File: src/hw/rtl/r2y_pkg.sv
`timescale 1ns / 1ps

package r2y_pkg;

    // Fixed field widths
    localparam int SIZE_W     = 11;
    localparam int PIX_W      = 8;
    localparam int CFG_IDX_W  = 8;
    localparam int LIDX_W     = 20;
    localparam int CIDX_W     = 18;
    localparam int NUM_W      = 15;

    // Register indexes on the configuration port
    localparam logic [CFG_IDX_W-1:0] REG_FRAME_WIDTH  = 8'd0;
    localparam logic [CFG_IDX_W-1:0] REG_FRAME_HEIGHT = 8'd1;

    // Reset sizes
    localparam logic [SIZE_W-1:0] RST_WIDTH  = 11'd352;
    localparam logic [SIZE_W-1:0] RST_HEIGHT = 11'd288;

    // Divide by 100: q = (n * 5243) >> 19, exact for n below 43690
    localparam logic [12:0] RECIP_100 = 13'd5243;
    localparam int          RECIP_SH  = 19;

    // Classified pixel passed from front to back
    typedef struct packed {
        logic [PIX_W-1:0]  red;
        logic [PIX_W-1:0]  green;
        logic [PIX_W-1:0]  blue;
        logic [SIZE_W-1:0] col;
        logic [SIZE_W-1:0] row;
        logic [SIZE_W-1:0] width;
        logic              chroma_valid;
        logic              frame_end;
    } t_item;

    // Queue status seen by the producer and consumer
    typedef struct packed {
        logic full;
        logic empty;
    } t_q_status;

endpackage

File: src/hw/rtl/r2y_front.sv
`timescale 1ns / 1ps

module r2y_front #(
    parameter int MAX_WIDTH  = 1024,
    parameter int MAX_HEIGHT = 1024
) (
    input  logic                              i_clk,
    input  logic                              i_rst_n,
    input  logic                              i_cfg_valid,
    input  logic [r2y_pkg::CFG_IDX_W-1:0]     i_cfg_index,
    input  logic [r2y_pkg::SIZE_W-1:0]        i_cfg_data,
    output logic                              o_cfg_ready,
    input  logic                              i_valid,
    output logic                              o_ready,
    input  logic [r2y_pkg::PIX_W-1:0]         i_red,
    input  logic [r2y_pkg::PIX_W-1:0]         i_green,
    input  logic [r2y_pkg::PIX_W-1:0]         i_blue,
    input  r2y_pkg::t_q_status                i_q_status,
    output logic                              o_push,
    output r2y_pkg::t_item                    o_item
);
    import r2y_pkg::*;

    localparam logic [12:0] LIM_W = 13'(MAX_WIDTH - (MAX_WIDTH % 2));
    localparam logic [12:0] LIM_H = 13'(MAX_HEIGHT - (MAX_HEIGHT % 2));

    logic [SIZE_W-1:0] r_width, n_width;
    logic [SIZE_W-1:0] r_height, n_height;
    logic [SIZE_W-1:0] r_col, n_col;
    logic [SIZE_W-1:0] r_row, n_row;
    logic              col_last;
    logic              row_last;
    logic              accept;
    logic              cfg_hit;

    // Even, at least two, at most the limit
    function automatic logic [SIZE_W-1:0] f_eff(input logic [SIZE_W-1:0] raw,
                                                input logic [12:0] lim);
        logic [12:0] s;
        s = {2'b00, raw[SIZE_W-1:1], 1'b0};
        if (s < 13'd2) s = 13'd2;
        if (s > lim) s = lim;
        return s[SIZE_W-1:0];
    endfunction

    assign o_cfg_ready = 1'b1;
    assign o_ready     = !i_q_status.full;
    assign accept      = i_valid && o_ready;
    assign o_push      = accept;
    assign cfg_hit     = i_cfg_valid &&
                         (i_cfg_index == REG_FRAME_WIDTH || i_cfg_index == REG_FRAME_HEIGHT);

    assign col_last = ({1'b0, r_col} + 12'd1) >= {1'b0, r_width};
    assign row_last = ({1'b0, r_row} + 12'd1) >= {1'b0, r_height};

    // Classify the pixel from its position
    always_comb begin
        o_item.red          = i_red;
        o_item.green        = i_green;
        o_item.blue         = i_blue;
        o_item.col          = r_col;
        o_item.row          = r_row;
        o_item.width        = r_width;
        o_item.chroma_valid = r_col[0] & r_row[0];
        o_item.frame_end    = col_last & row_last;
    end

    // Size registers and raster position
    always_comb begin
        n_width  = r_width;
        n_height = r_height;
        n_col    = r_col;
        n_row    = r_row;
        if (cfg_hit) begin
            if (i_cfg_index == REG_FRAME_WIDTH) begin
                n_width = f_eff(i_cfg_data, LIM_W);
            end else begin
                n_height = f_eff(i_cfg_data, LIM_H);
            end
            n_col = '0;
            n_row = '0;
        end else if (accept) begin
            if (col_last) begin
                n_col = '0;
                n_row = row_last ? '0 : r_row + SIZE_W'(1);
            end else begin
                n_col = r_col + SIZE_W'(1);
            end
        end
    end

    always_ff @(posedge i_clk) begin
        if (!i_rst_n) begin
            r_width  <= f_eff(RST_WIDTH, LIM_W);
            r_height <= f_eff(RST_HEIGHT, LIM_H);
            r_col    <= '0;
            r_row    <= '0;
        end else begin
            r_width  <= n_width;
            r_height <= n_height;
            r_col    <= n_col;
            r_row    <= n_row;
        end
    end

endmodule

File: src/hw/rtl/r2y_queue.sv
`timescale 1ns / 1ps

module r2y_queue (
    input  logic               i_clk,
    input  logic               i_rst_n,
    input  logic               i_push,
    input  r2y_pkg::t_item     i_item,
    input  logic               i_pop,
    output r2y_pkg::t_item     o_item,
    output r2y_pkg::t_q_status o_status
);
    import r2y_pkg::*;

    t_item       r_mem [2];
    logic        r_wr_ptr;
    logic        r_rd_ptr;
    logic [1:0]  r_count, n_count;

    assign o_item         = r_mem[r_rd_ptr];
    assign o_status.full  = (r_count == 2'd2);
    assign o_status.empty = (r_count == 2'd0);

    always_comb begin
        n_count = r_count;
        if (i_push && !i_pop) n_count = r_count + 2'd1;
        else if (!i_push && i_pop) n_count = r_count - 2'd1;
    end

    // Two-entry storage, no reset on payload
    always_ff @(posedge i_clk) begin
        if (i_push) begin
            r_mem[r_wr_ptr] <= i_item;
        end
    end

    always_ff @(posedge i_clk) begin
        if (!i_rst_n) begin
            r_wr_ptr <= 1'b0;
            r_rd_ptr <= 1'b0;
            r_count  <= 2'd0;
        end else begin
            if (i_push) r_wr_ptr <= !r_wr_ptr;
            if (i_pop)  r_rd_ptr <= !r_rd_ptr;
            r_count <= n_count;
        end
    end

endmodule

File: src/hw/rtl/r2y_back.sv
`timescale 1ns / 1ps

module r2y_back (
    input  logic                           i_clk,
    input  logic                           i_rst_n,
    input  r2y_pkg::t_item                 i_item,
    input  r2y_pkg::t_q_status             i_q_status,
    output logic                           o_pop,
    output logic                           o_valid,
    input  logic                           i_ready,
    output logic [r2y_pkg::PIX_W-1:0]      o_luma,
    output logic [r2y_pkg::LIDX_W-1:0]     o_luma_index,
    output logic                           o_chroma_valid,
    output logic [r2y_pkg::PIX_W-1:0]      o_chroma_u,
    output logic [r2y_pkg::PIX_W-1:0]      o_chroma_v,
    output logic [r2y_pkg::CIDX_W-1:0]     o_chroma_index,
    output logic                           o_frame_end
);
    import r2y_pkg::*;

    localparam int PROD_W = NUM_W + 13;

    logic adv;

    // Stage 1: numerators and index products
    logic                r_v1;
    logic [NUM_W-1:0]    r_s1_ln, r_s1_un, r_s1_vn;
    logic [21:0]         r_s1_lprod;
    logic [19:0]         r_s1_cprod;
    logic [SIZE_W-1:0]   r_s1_col;
    logic                r_s1_cv, r_s1_end;
    logic [15:0]         n_ln, n_un, n_vn;
    logic [15:0]         red_e, green_e, blue_e;

    // Stage 2: reciprocal products and index sums
    logic                r_v2;
    logic [PROD_W-1:0]   r_s2_lq, r_s2_uq, r_s2_vq;
    logic [LIDX_W-1:0]   r_s2_lidx;
    logic [CIDX_W-1:0]   r_s2_cidx;
    logic                r_s2_cv, r_s2_end;
    logic [22:0]         n_lidx;
    logic [20:0]         n_cidx;

    // Stage 3: output register
    logic                r_v3;

    assign adv     = !r_v3 || i_ready;
    assign o_pop   = adv && !i_q_status.empty;
    assign o_valid = r_v3;

    assign red_e   = {8'd0, i_item.red};
    assign green_e = {8'd0, i_item.green};
    assign blue_e  = {8'd0, i_item.blue};

    // Numerators stay non-negative, so modulo-2^16 arithmetic gives the true value
    always_comb begin
        n_ln = 16'd30 * red_e + 16'd59 * green_e + 16'd11 * blue_e;
        n_un = 16'd50 * blue_e + 16'd12800 - 16'd17 * red_e - 16'd33 * green_e;
        n_vn = 16'd50 * red_e + 16'd12800 - 16'd42 * green_e - 16'd8 * blue_e;
    end

    assign n_lidx = {1'b0, r_s1_lprod} + {12'd0, r_s1_col};
    assign n_cidx = {1'b0, r_s1_cprod} + {11'd0, r_s1_col[SIZE_W-1:1]};

    // Control of the three stages, all advancing together
    always_ff @(posedge i_clk) begin
        if (!i_rst_n) begin
            r_v1 <= 1'b0;
            r_v2 <= 1'b0;
            r_v3 <= 1'b0;
        end else if (adv) begin
            r_v1 <= o_pop;
            r_v2 <= r_v1;
            r_v3 <= r_v2;
        end
    end

    // Datapath
    always_ff @(posedge i_clk) begin
        if (adv) begin
            r_s1_ln    <= n_ln[NUM_W-1:0];
            r_s1_un    <= n_un[NUM_W-1:0];
            r_s1_vn    <= n_vn[NUM_W-1:0];
            r_s1_lprod <= {11'd0, i_item.row} * {11'd0, i_item.width};
            r_s1_cprod <= {10'd0, i_item.row[SIZE_W-1:1]} *
                          {10'd0, i_item.width[SIZE_W-1:1]};
            r_s1_col   <= i_item.col;
            r_s1_cv    <= i_item.chroma_valid;
            r_s1_end   <= i_item.frame_end;

            r_s2_lq    <= {13'd0, r_s1_ln} * {15'd0, RECIP_100};
            r_s2_uq    <= {13'd0, r_s1_un} * {15'd0, RECIP_100};
            r_s2_vq    <= {13'd0, r_s1_vn} * {15'd0, RECIP_100};
            r_s2_lidx  <= n_lidx[LIDX_W-1:0];
            r_s2_cidx  <= n_cidx[CIDX_W-1:0];
            r_s2_cv    <= r_s1_cv;
            r_s2_end   <= r_s1_end;

            o_luma         <= r_s2_lq[RECIP_SH +: PIX_W];
            o_luma_index   <= r_s2_lidx;
            o_chroma_valid <= r_s2_cv;
            o_chroma_u     <= r_s2_cv ? r_s2_uq[RECIP_SH +: PIX_W] : '0;
            o_chroma_v     <= r_s2_cv ? r_s2_vq[RECIP_SH +: PIX_W] : '0;
            o_chroma_index <= r_s2_cv ? r_s2_cidx : '0;
            o_frame_end    <= r_s2_end;
        end
    end

endmodule

File: src/hw/rtl/rgb_to_yuv420_planar.sv
`timescale 1ns / 1ps
// Throughput: one pixel per clock while i_ready is high; the two-entry queue
// and a three-stage back pipeline (numerators, reciprocal multiply, output register)
// set that figure. An accepted pixel passes the queue, then those stages in order.
// Reset (synchronous, active low) returns size registers to 352x288, restarts the
// frame at column and row zero and empties the queue and pipeline.
module rgb_to_yuv420_planar #(
    parameter int MAX_WIDTH  = 1024,
    parameter int MAX_HEIGHT = 1024
) (
    input  logic                           i_clk,
    input  logic                           i_rst_n,
    input  logic                           i_cfg_valid,
    input  logic [r2y_pkg::CFG_IDX_W-1:0]  i_cfg_index,
    input  logic [r2y_pkg::SIZE_W-1:0]     i_cfg_data,
    output logic                           o_cfg_ready,
    input  logic                           i_valid,
    output logic                           o_ready,
    input  logic [r2y_pkg::PIX_W-1:0]      i_red,
    input  logic [r2y_pkg::PIX_W-1:0]      i_green,
    input  logic [r2y_pkg::PIX_W-1:0]      i_blue,
    output logic                           o_valid,
    input  logic                           i_ready,
    output logic [r2y_pkg::PIX_W-1:0]      o_luma,
    output logic [r2y_pkg::LIDX_W-1:0]     o_luma_index,
    output logic                           o_chroma_valid,
    output logic [r2y_pkg::PIX_W-1:0]      o_chroma_u,
    output logic [r2y_pkg::PIX_W-1:0]      o_chroma_v,
    output logic [r2y_pkg::CIDX_W-1:0]     o_chroma_index,
    output logic                           o_frame_end
);
    import r2y_pkg::*;

    t_item     push_item;
    t_item     head_item;
    t_q_status q_status;
    logic      push;
    logic      pop;

    // Front: size registers, raster position, classification
    r2y_front #(
        .MAX_WIDTH  (MAX_WIDTH),
        .MAX_HEIGHT (MAX_HEIGHT)
    ) u_front (
        .i_clk       (i_clk),
        .i_rst_n     (i_rst_n),
        .i_cfg_valid (i_cfg_valid),
        .i_cfg_index (i_cfg_index),
        .i_cfg_data  (i_cfg_data),
        .o_cfg_ready (o_cfg_ready),
        .i_valid     (i_valid),
        .o_ready     (o_ready),
        .i_red       (i_red),
        .i_green     (i_green),
        .i_blue      (i_blue),
        .i_q_status  (q_status),
        .o_push      (push),
        .o_item      (push_item)
    );

    // Decoupling queue
    r2y_queue u_queue (
        .i_clk    (i_clk),
        .i_rst_n  (i_rst_n),
        .i_push   (push),
        .i_item   (push_item),
        .i_pop    (pop),
        .o_item   (head_item),
        .o_status (q_status)
    );

    // Back: colour conversion and plane indexes
    r2y_back u_back (
        .i_clk          (i_clk),
        .i_rst_n        (i_rst_n),
        .i_item         (head_item),
        .i_q_status     (q_status),
        .o_pop          (pop),
        .o_valid        (o_valid),
        .i_ready        (i_ready),
        .o_luma         (o_luma),
        .o_luma_index   (o_luma_index),
        .o_chroma_valid (o_chroma_valid),
        .o_chroma_u     (o_chroma_u),
        .o_chroma_v     (o_chroma_v),
        .o_chroma_index (o_chroma_index),
        .o_frame_end    (o_frame_end)
    );

endmodule

File: config.mk
export PLATFORM = sky130hd
export DESIGN_NAME = rgb_to_yuv420_planar
export DESIGN_NICKNAME = d
export VERILOG_FILES = /design/src/hw/rtl/r2y_pkg.sv /design/src/hw/rtl/r2y_front.sv /design/src/hw/rtl/r2y_queue.sv /design/src/hw/rtl/r2y_back.sv /design/src/hw/rtl/rgb_to_yuv420_planar.sv
export SDC_FILE = /design/constraint.sdc
export NUM_CORES = 2
export LEC_CHECK = 0
export BUFFER_PORTS_ARGS = -buffer_cell sky130_fd_sc_hd__buf_2
export CORE_MARGIN = 2
export CORE_UTILIZATION = 50
export DETAILED_ROUTE_END_ITERATION = 12
export PLACE_DENSITY = 0.66
export REMOVE_ABC_BUFFERS = 1
export SYNTH_ARGS = -nofsm -noshare
export SYNTH_HDL_FRONTEND = slang
export SYNTH_SLANG_ARGS = --single-unit
File: constraint.sdc
create_clock -name i_clk -period 8.2 [get_ports i_clk]
set_clock_uncertainty 0.1 [all_clocks]
set_input_delay 0.82 -clock i_clk [delete_from_list [all_inputs] [get_ports i_clk]]
set_output_delay 0.82 -clock i_clk [all_outputs]
set_load 0.02 [all_outputs]
# [After elaboration in Yosys (flattened, before gate mapping)]
# Memory sizes are Yosys's and may differ from the RTL's. A register that Yosys moved wholly into a read port is not among the register bits.
# Index checks and enable logic that the tools add are counted.
[classes] n_addsub=16 n_mul=13 magnitude_cmp=5 eq_ne=2 mux=15 bitwise=4 reduce_logical=21
[op_table] operator="multiplier 15 x 13 -> 27 bit, second input constant" n=3
[op_table] operator="two-way mux 11 bit" n=5
[op_table] operator="multiplier 5 x 8 -> 13 bit, first input constant" n=4
[op_table] operator="two-way mux 13 bit" n=4
[op_table] operator="subtractor 15 bit" n=3
[op_table] operator="adder 15 x 14 -> 15 bit, second input constant" n=2
[op_table] operator="adder 15 bit" n=2
[op_table] operator="multiplier 6 x 8 -> 14 bit, first input constant" n=2
[op_table] operator="greater-than comparator 13 x 11 -> 1 bit, second input constant" n=2
[op_table] operator="adder 11 x 1 -> 12 bit, second input constant" n=2
[op_table] operator="greater-or-equal comparator 12 x 11 -> 1 bit" n=2
[op_table] operator="multiplier 4 x 8 -> 12 bit, first input constant" n=2
[op_table] operator="adder 11 x 1 -> 11 bit, second input constant" n=2
[op_table] operator="adder 20 x 11 -> 20 bit" n=1
[op_table] operator="multiplier 11 x 11 -> 20 bit" n=1
[op_table] operator="adder 18 x 10 -> 18 bit" n=1
[op_table] operator="multiplier 10 x 10 -> 18 bit" n=1
[op_table] operator="subtractor 15 x 11 -> 15 bit" n=1
[op_table] operator="< comparator 11 x 2 -> 1 bit, second input constant" n=1
[op_table] operator="== test 8 x 1 -> 1 bit, second input constant" n=1
[op_table] operator="zero test 8 bit" n=1
[op_table] operator="zero test 1 bit" n=7
[op_table] operator="AND reduction 2 bit" n=3
[op_table] operator="logical AND 1 bit" n=5
[op_table] operator="11 further kinds" n=18
[totals] ff_bits=332 mem_bits_rw=118 inputBits=48 out_inout_bits=67 memories=1
[memory_table] memory="u_queue.r_mem" depth=2 width=59 rd=1 rd_ports_with_merged_regs=1 write_ports=1 line="r2y_queue.sv:14" source="t_item r_mem [2];"

# [Depth between registers and ports, before layout]
[depth] word_depth=7 depth_mapped=26 mapped_depth_nobuf=22

# [By module]
# Synthesis repeated with hierarchy kept, for this count alone.
[unflattened] hier_cells=3366 hier_area_um2=37727.4
[by_module_without_submodules] mod="r2y_back" instances=1 cells_per_inst=2818 area_per_inst_um2=30429.2 seq_area_each_um2=6726.5
[by_module_without_submodules] mod="r2y_queue" instances=1 cells_per_inst=206 area_per_inst_um2=4519.3 seq_area_each_um2=3643.5
[by_module_without_submodules] mod="r2y_front" instances=1 cells_per_inst=342 area_per_inst_um2=2778.9 seq_area_each_um2=840.8

# [Least setup slack after synthesis]
# No wires, ideal clock.
[synth_path] kind="input-to-reg" startpoint="input i_ready" endpoint="register u_queue.r_count[1]" setup_ps=76 t_arrival_ps=7374 setup_slack_ps=651 path_stages=6 n_path_buf=0 cell_sequence="nor2b_1 -> inv_1 -> o21ai_0 -> ha_1 -> or3_1 -> a21boi_0"
[synth_via] elab_chain_cells=5 word_cells_on_any_way=7 cone_classes="1 x mux; 6 x reduce/logical"
[synth_rtl] element="start, declared" line="rgb_to_yuv420_planar.sv:23" source="input logic i_ready,"
[synth_rtl] element="logical OR 1 bit *" line="r2y_back.sv:47" source="assign adv = !r_v3 || i_ready;"
[synth_rtl] element="net u_back.adv" line="r2y_back.sv:23" source="logic adv;"
[synth_rtl] element="logical AND 1 bit *" line="r2y_back.sv:48" source="assign o_pop = adv && !i_q_status.empty;"
[synth_rtl] element="zero test 1 bit" line="r2y_queue.sv:25" source="if (i_push && !i_pop) n_count = r_count + 2'd1;"
[synth_rtl] element="logical AND 1 bit" line="r2y_queue.sv:25"
[synth_rtl] element="two-way mux 2 bit or nonzero test 2 bit (tied branches)"
[synth_rtl] element="end signal, assigned" line="r2y_queue.sv:44" source="r_count <= n_count;"
[synth_rtl] element="end, declared" line="r2y_queue.sv:17" source="logic [1:0] r_count, n_count;"
# Mark *: on every way through the listed nets, which the timed path passes. The rest lies on a longest branch.
# A chain may end at the register's enable or synchronous reset.

==> results.toml <==
[outcome]
status = "finished, final reports clean"

[floorplan]
dieHeight_um = 276
placementRows = 99
die_w_um = 276
io_pins = 115
die_area_um2 = 76400
start_util_pct = 50.7
fp.coreArea_um2 = 73200

[critical_path]
crit_type = "flop to flop"
worstSetupStartpointType = "flop"
cp_data_required_time_ns = 8.44
endpoint_kind = "flop"
critPathBufInv = 5
worstPathMaxFanout = 38
crit_path_frequent_cell = "fa_1"
crit_chain = "buf_12 > mux2i_1 > nor2_1 > fa_1 > inv_1 > fa_1 > inv_1 > fa_1 > fa_1 > inv_1 > fa_1 > inv_1 > ha_1 > o2111ai_1 > o2111ai_1 > a31o_2 > a21o_1 > a21oi_1 > a22oi_1 > xor2_1"
crit_family = "adder cells"
critPathMaxStageDelay_ns = 0.67
reg2reg_slack_ns = 1.69
cp.arrival_ns = 6.75
cp_slowest_cell = "dfxtp_4"

[drt]
routed_wirelength_um = 71200
first_pass_iters = 5
drt_iter0_drc = 988
detail_route.wl_per_cell_um = 15.8
vias = 23000
antenna_left = 0
drc = 0
viasPerCell = 5.10

[cts]
clk_pin_slew_ns = 0.06
clock_path_buffers = 3
post_cts_buffers = 0
clkSinkCount = 387
clkLatencyLatePin_ns = 0.60
cts_resized = 0
cts_hold_buf = 0
cts_tree = "done"
htree_levels = 2
cts_root_buf = "clkbuf_16"
cts-buffers-inserted = 48

[job]
maxCapViolations = 0

[global_routing]
gr-total-overflow = 0
grt_pass1_vias = 23900
grt_pass1_wl_um = 119000
grt_util_met1_pct = 25.8
grt_usage_pct = 19.5
grt_max_degree = 77
gr-max-usage-layer = "met2"
antenna_found_initial = 9
use_met2_pct = 33.6
grt_use_met3_pct = 2.95

[final_layout]
multi_input_area_um2 = 23100
syn_to_final_growth_pct = 9.47
layout_common_cells = "inv_1, ha_1, fa_1"
drive_above_1_share_pct = 7.98
stdcell_count = 4518
ff_latch_area_um2 = 11100
nFillCells = 6262
nets = 4577
mostFrequentLayoutCell = "inv_1"

[timing]
tightest_slew_ns = 1.12
grt_setup_unrepaired = "false"
hold_ws_ns = 0.309
hold_viol_final = 0
maxSlewHeadroom_pct = 25.1
period_share_pct = 79.4
finalMaxSlewViolations = 0
setup-tns-final_ns = 0
clock.fmax_ghz = 0.154
setup_viol = 0
period_needed_ns = 6.51

[yosys]
syn_area_um2 = 37100
async_reset_ff_share_pct = 0
syn_area_per_cell_um2 = 11.0
ys_seq_area_share_pct = 30.0
netlist_instances = 3366
ys_warn_count = 0
synth_top_cell_by_area = "edfxtp_1"
synth_top_area_share_pct = 27.3
synth_ff_type = "edfxtp_1"
synth_seq_cells = 387
synth_edf_count = 337
synthTopCellsByArea = "edfxtp_1, ha_1, fa_1, inv_1, xnor2_1"
ys_types = 72

[placed_design]
place.port_buffers = 112
dp_cells = 4427
finalWeightedCongestion = 0.840
dp_hpwl_um = 57800

[hold_path]
worstHoldPathType = "flop to flop"
## kinds of logic after synthesis
family / count (synthesis) / synth area share [%]
flip-flops: 387 / 30.0
XOR/XNOR: 192 / 4.53
other: 1 / 0.0101
adder cells (fa/ha/maj): 1011 / 41.6
buffers and inverters: 780 / 7.91
multiplexers: 90 / 2.53
AND/OR/NAND/NOR: 532 / 7.03
AO/OA/AOI/OAI: 373 / 6.48
## state kept, by name, indices dropped and copies added, names as in the netlist, 10 cells and up, named ones only
| signal | cells |
|---|---|
| u_back.r_s1_vn | 13 |
| u_queue.r_mem | 116 |
| u_back.o_chroma_index | 18 |
| u_back.r_s1_un | 15 |
| u_front.r_row | 11 |
| u_back.r_s1_ln | 15 |
| u_back.r_s1_lprod | 19 |
| u_front.r_width | 10 |
| u_back.r_s1_col | 11 |
| u_back.r_s2_lidx | 20 |
| u_back.r_s2_cidx | 18 |
| u_back.o_luma_index | 20 |
| u_back.r_s1_cprod | 18 |
| u_front.r_height | 10 |
| u_front.r_col | 11 |
## worst paths after layout
check	cells after the start	startpoint	to
setup reg to reg	20	flop	u_back.r_s1_lprod[19]
hold reg to reg	0	u_back.r_s1_col[0]	u_back.r_s2_lidx[0]
setup / recovery	20	flop	u_back.r_s1_lprod[19]
hold / removal	0	u_back.r_s1_col[0]	u_back.r_s2_lidx[0]
## worst reg2reg max path: cells and delay by family, from the launching register on
family                   cells  cell delay (ns)
AND/OR/NAND/NOR              1             0.13
XOR/XNOR                     1             0.15
adder cells (fa/ha/maj)      6             2.93
multiplexers                 1             0.58
AO/OA/AOI/OAI                6             1.19
flip-flops                   1             0.67
buffers and inverters        5             0.53
## cell usage after synthesis (10+ instances only)
| library cell | n |
|---|---|
| inv_1 | 746 |
| ha_1 | 641 |
| fa_1 | 370 |
| edfxtp_1 | 337 |
| nor2_1 | 146 |
| a21oi_1 | 135 |
| xnor2_1 | 132 |
| nand2_1 | 130 |
| xor2_1 | 60 |
| mux2i_1 | 59 |
| o21ai_0 | 56 |
| a21o_1 | 51 |
| and2_1 | 50 |
| dfxtp_1 | 50 |
| nor2b_1 | 42 |
| nand3_1 | 41 |
| nor3_1 | 32 |
| mux2_2 | 31 |
| clkbuf_1 | 25 |
| o21bai_1 | 23 |
| and3_1 | 16 |
| a211oi_1 | 15 |
| nand2b_1 | 13 |
| o21a_1 | 13 |
| or2_2 | 13 |
| a21boi_0 | 12 |
| or3_1 | 11 |
| or4_1 | 10 |
## routing by layer
layer  vias to the layer above  share of wire, %
li1                      11400                 -
met4                         8               2.0
met2                       290                49
met1                     11200                46
met3                       113               3.7
met5                         -             0.065
## metrics by stage
| step | setup slack, ns | util, % | cell area [um^2] |
|---|---|---|---|
| 6_report | 1.69 | 55.5 | 40600 |
| 5_1_grt | 1.23 | 55.5 | 40600 |
| 4_1_cts | 1.65 | 55.5 | 40600 |
| 3_5_place_dp | 1.65 | 53.2 | 39000 |
| 3_3_place_gp | 1.71 | 53.2 | 39000 |
| 2_1_floorplan | 0.307 | - | 37000 |
## layout make-up
class / count / area share [%]
repair buffers: 136 / 1.85
inverters: 746 / 6.91
well taps: 959 / 2.95
diodes: 1 / 0.00616
clock buffers: 58 / 3.23
flip-flops and latches: 387 / 27.4
multi-input cells: 2199 / 56.8
clock inverters: 32 / 0.896
Power is not shown: default switching activity piles up to over one toggle a cycle in this logic, so the estimate is an artifact.
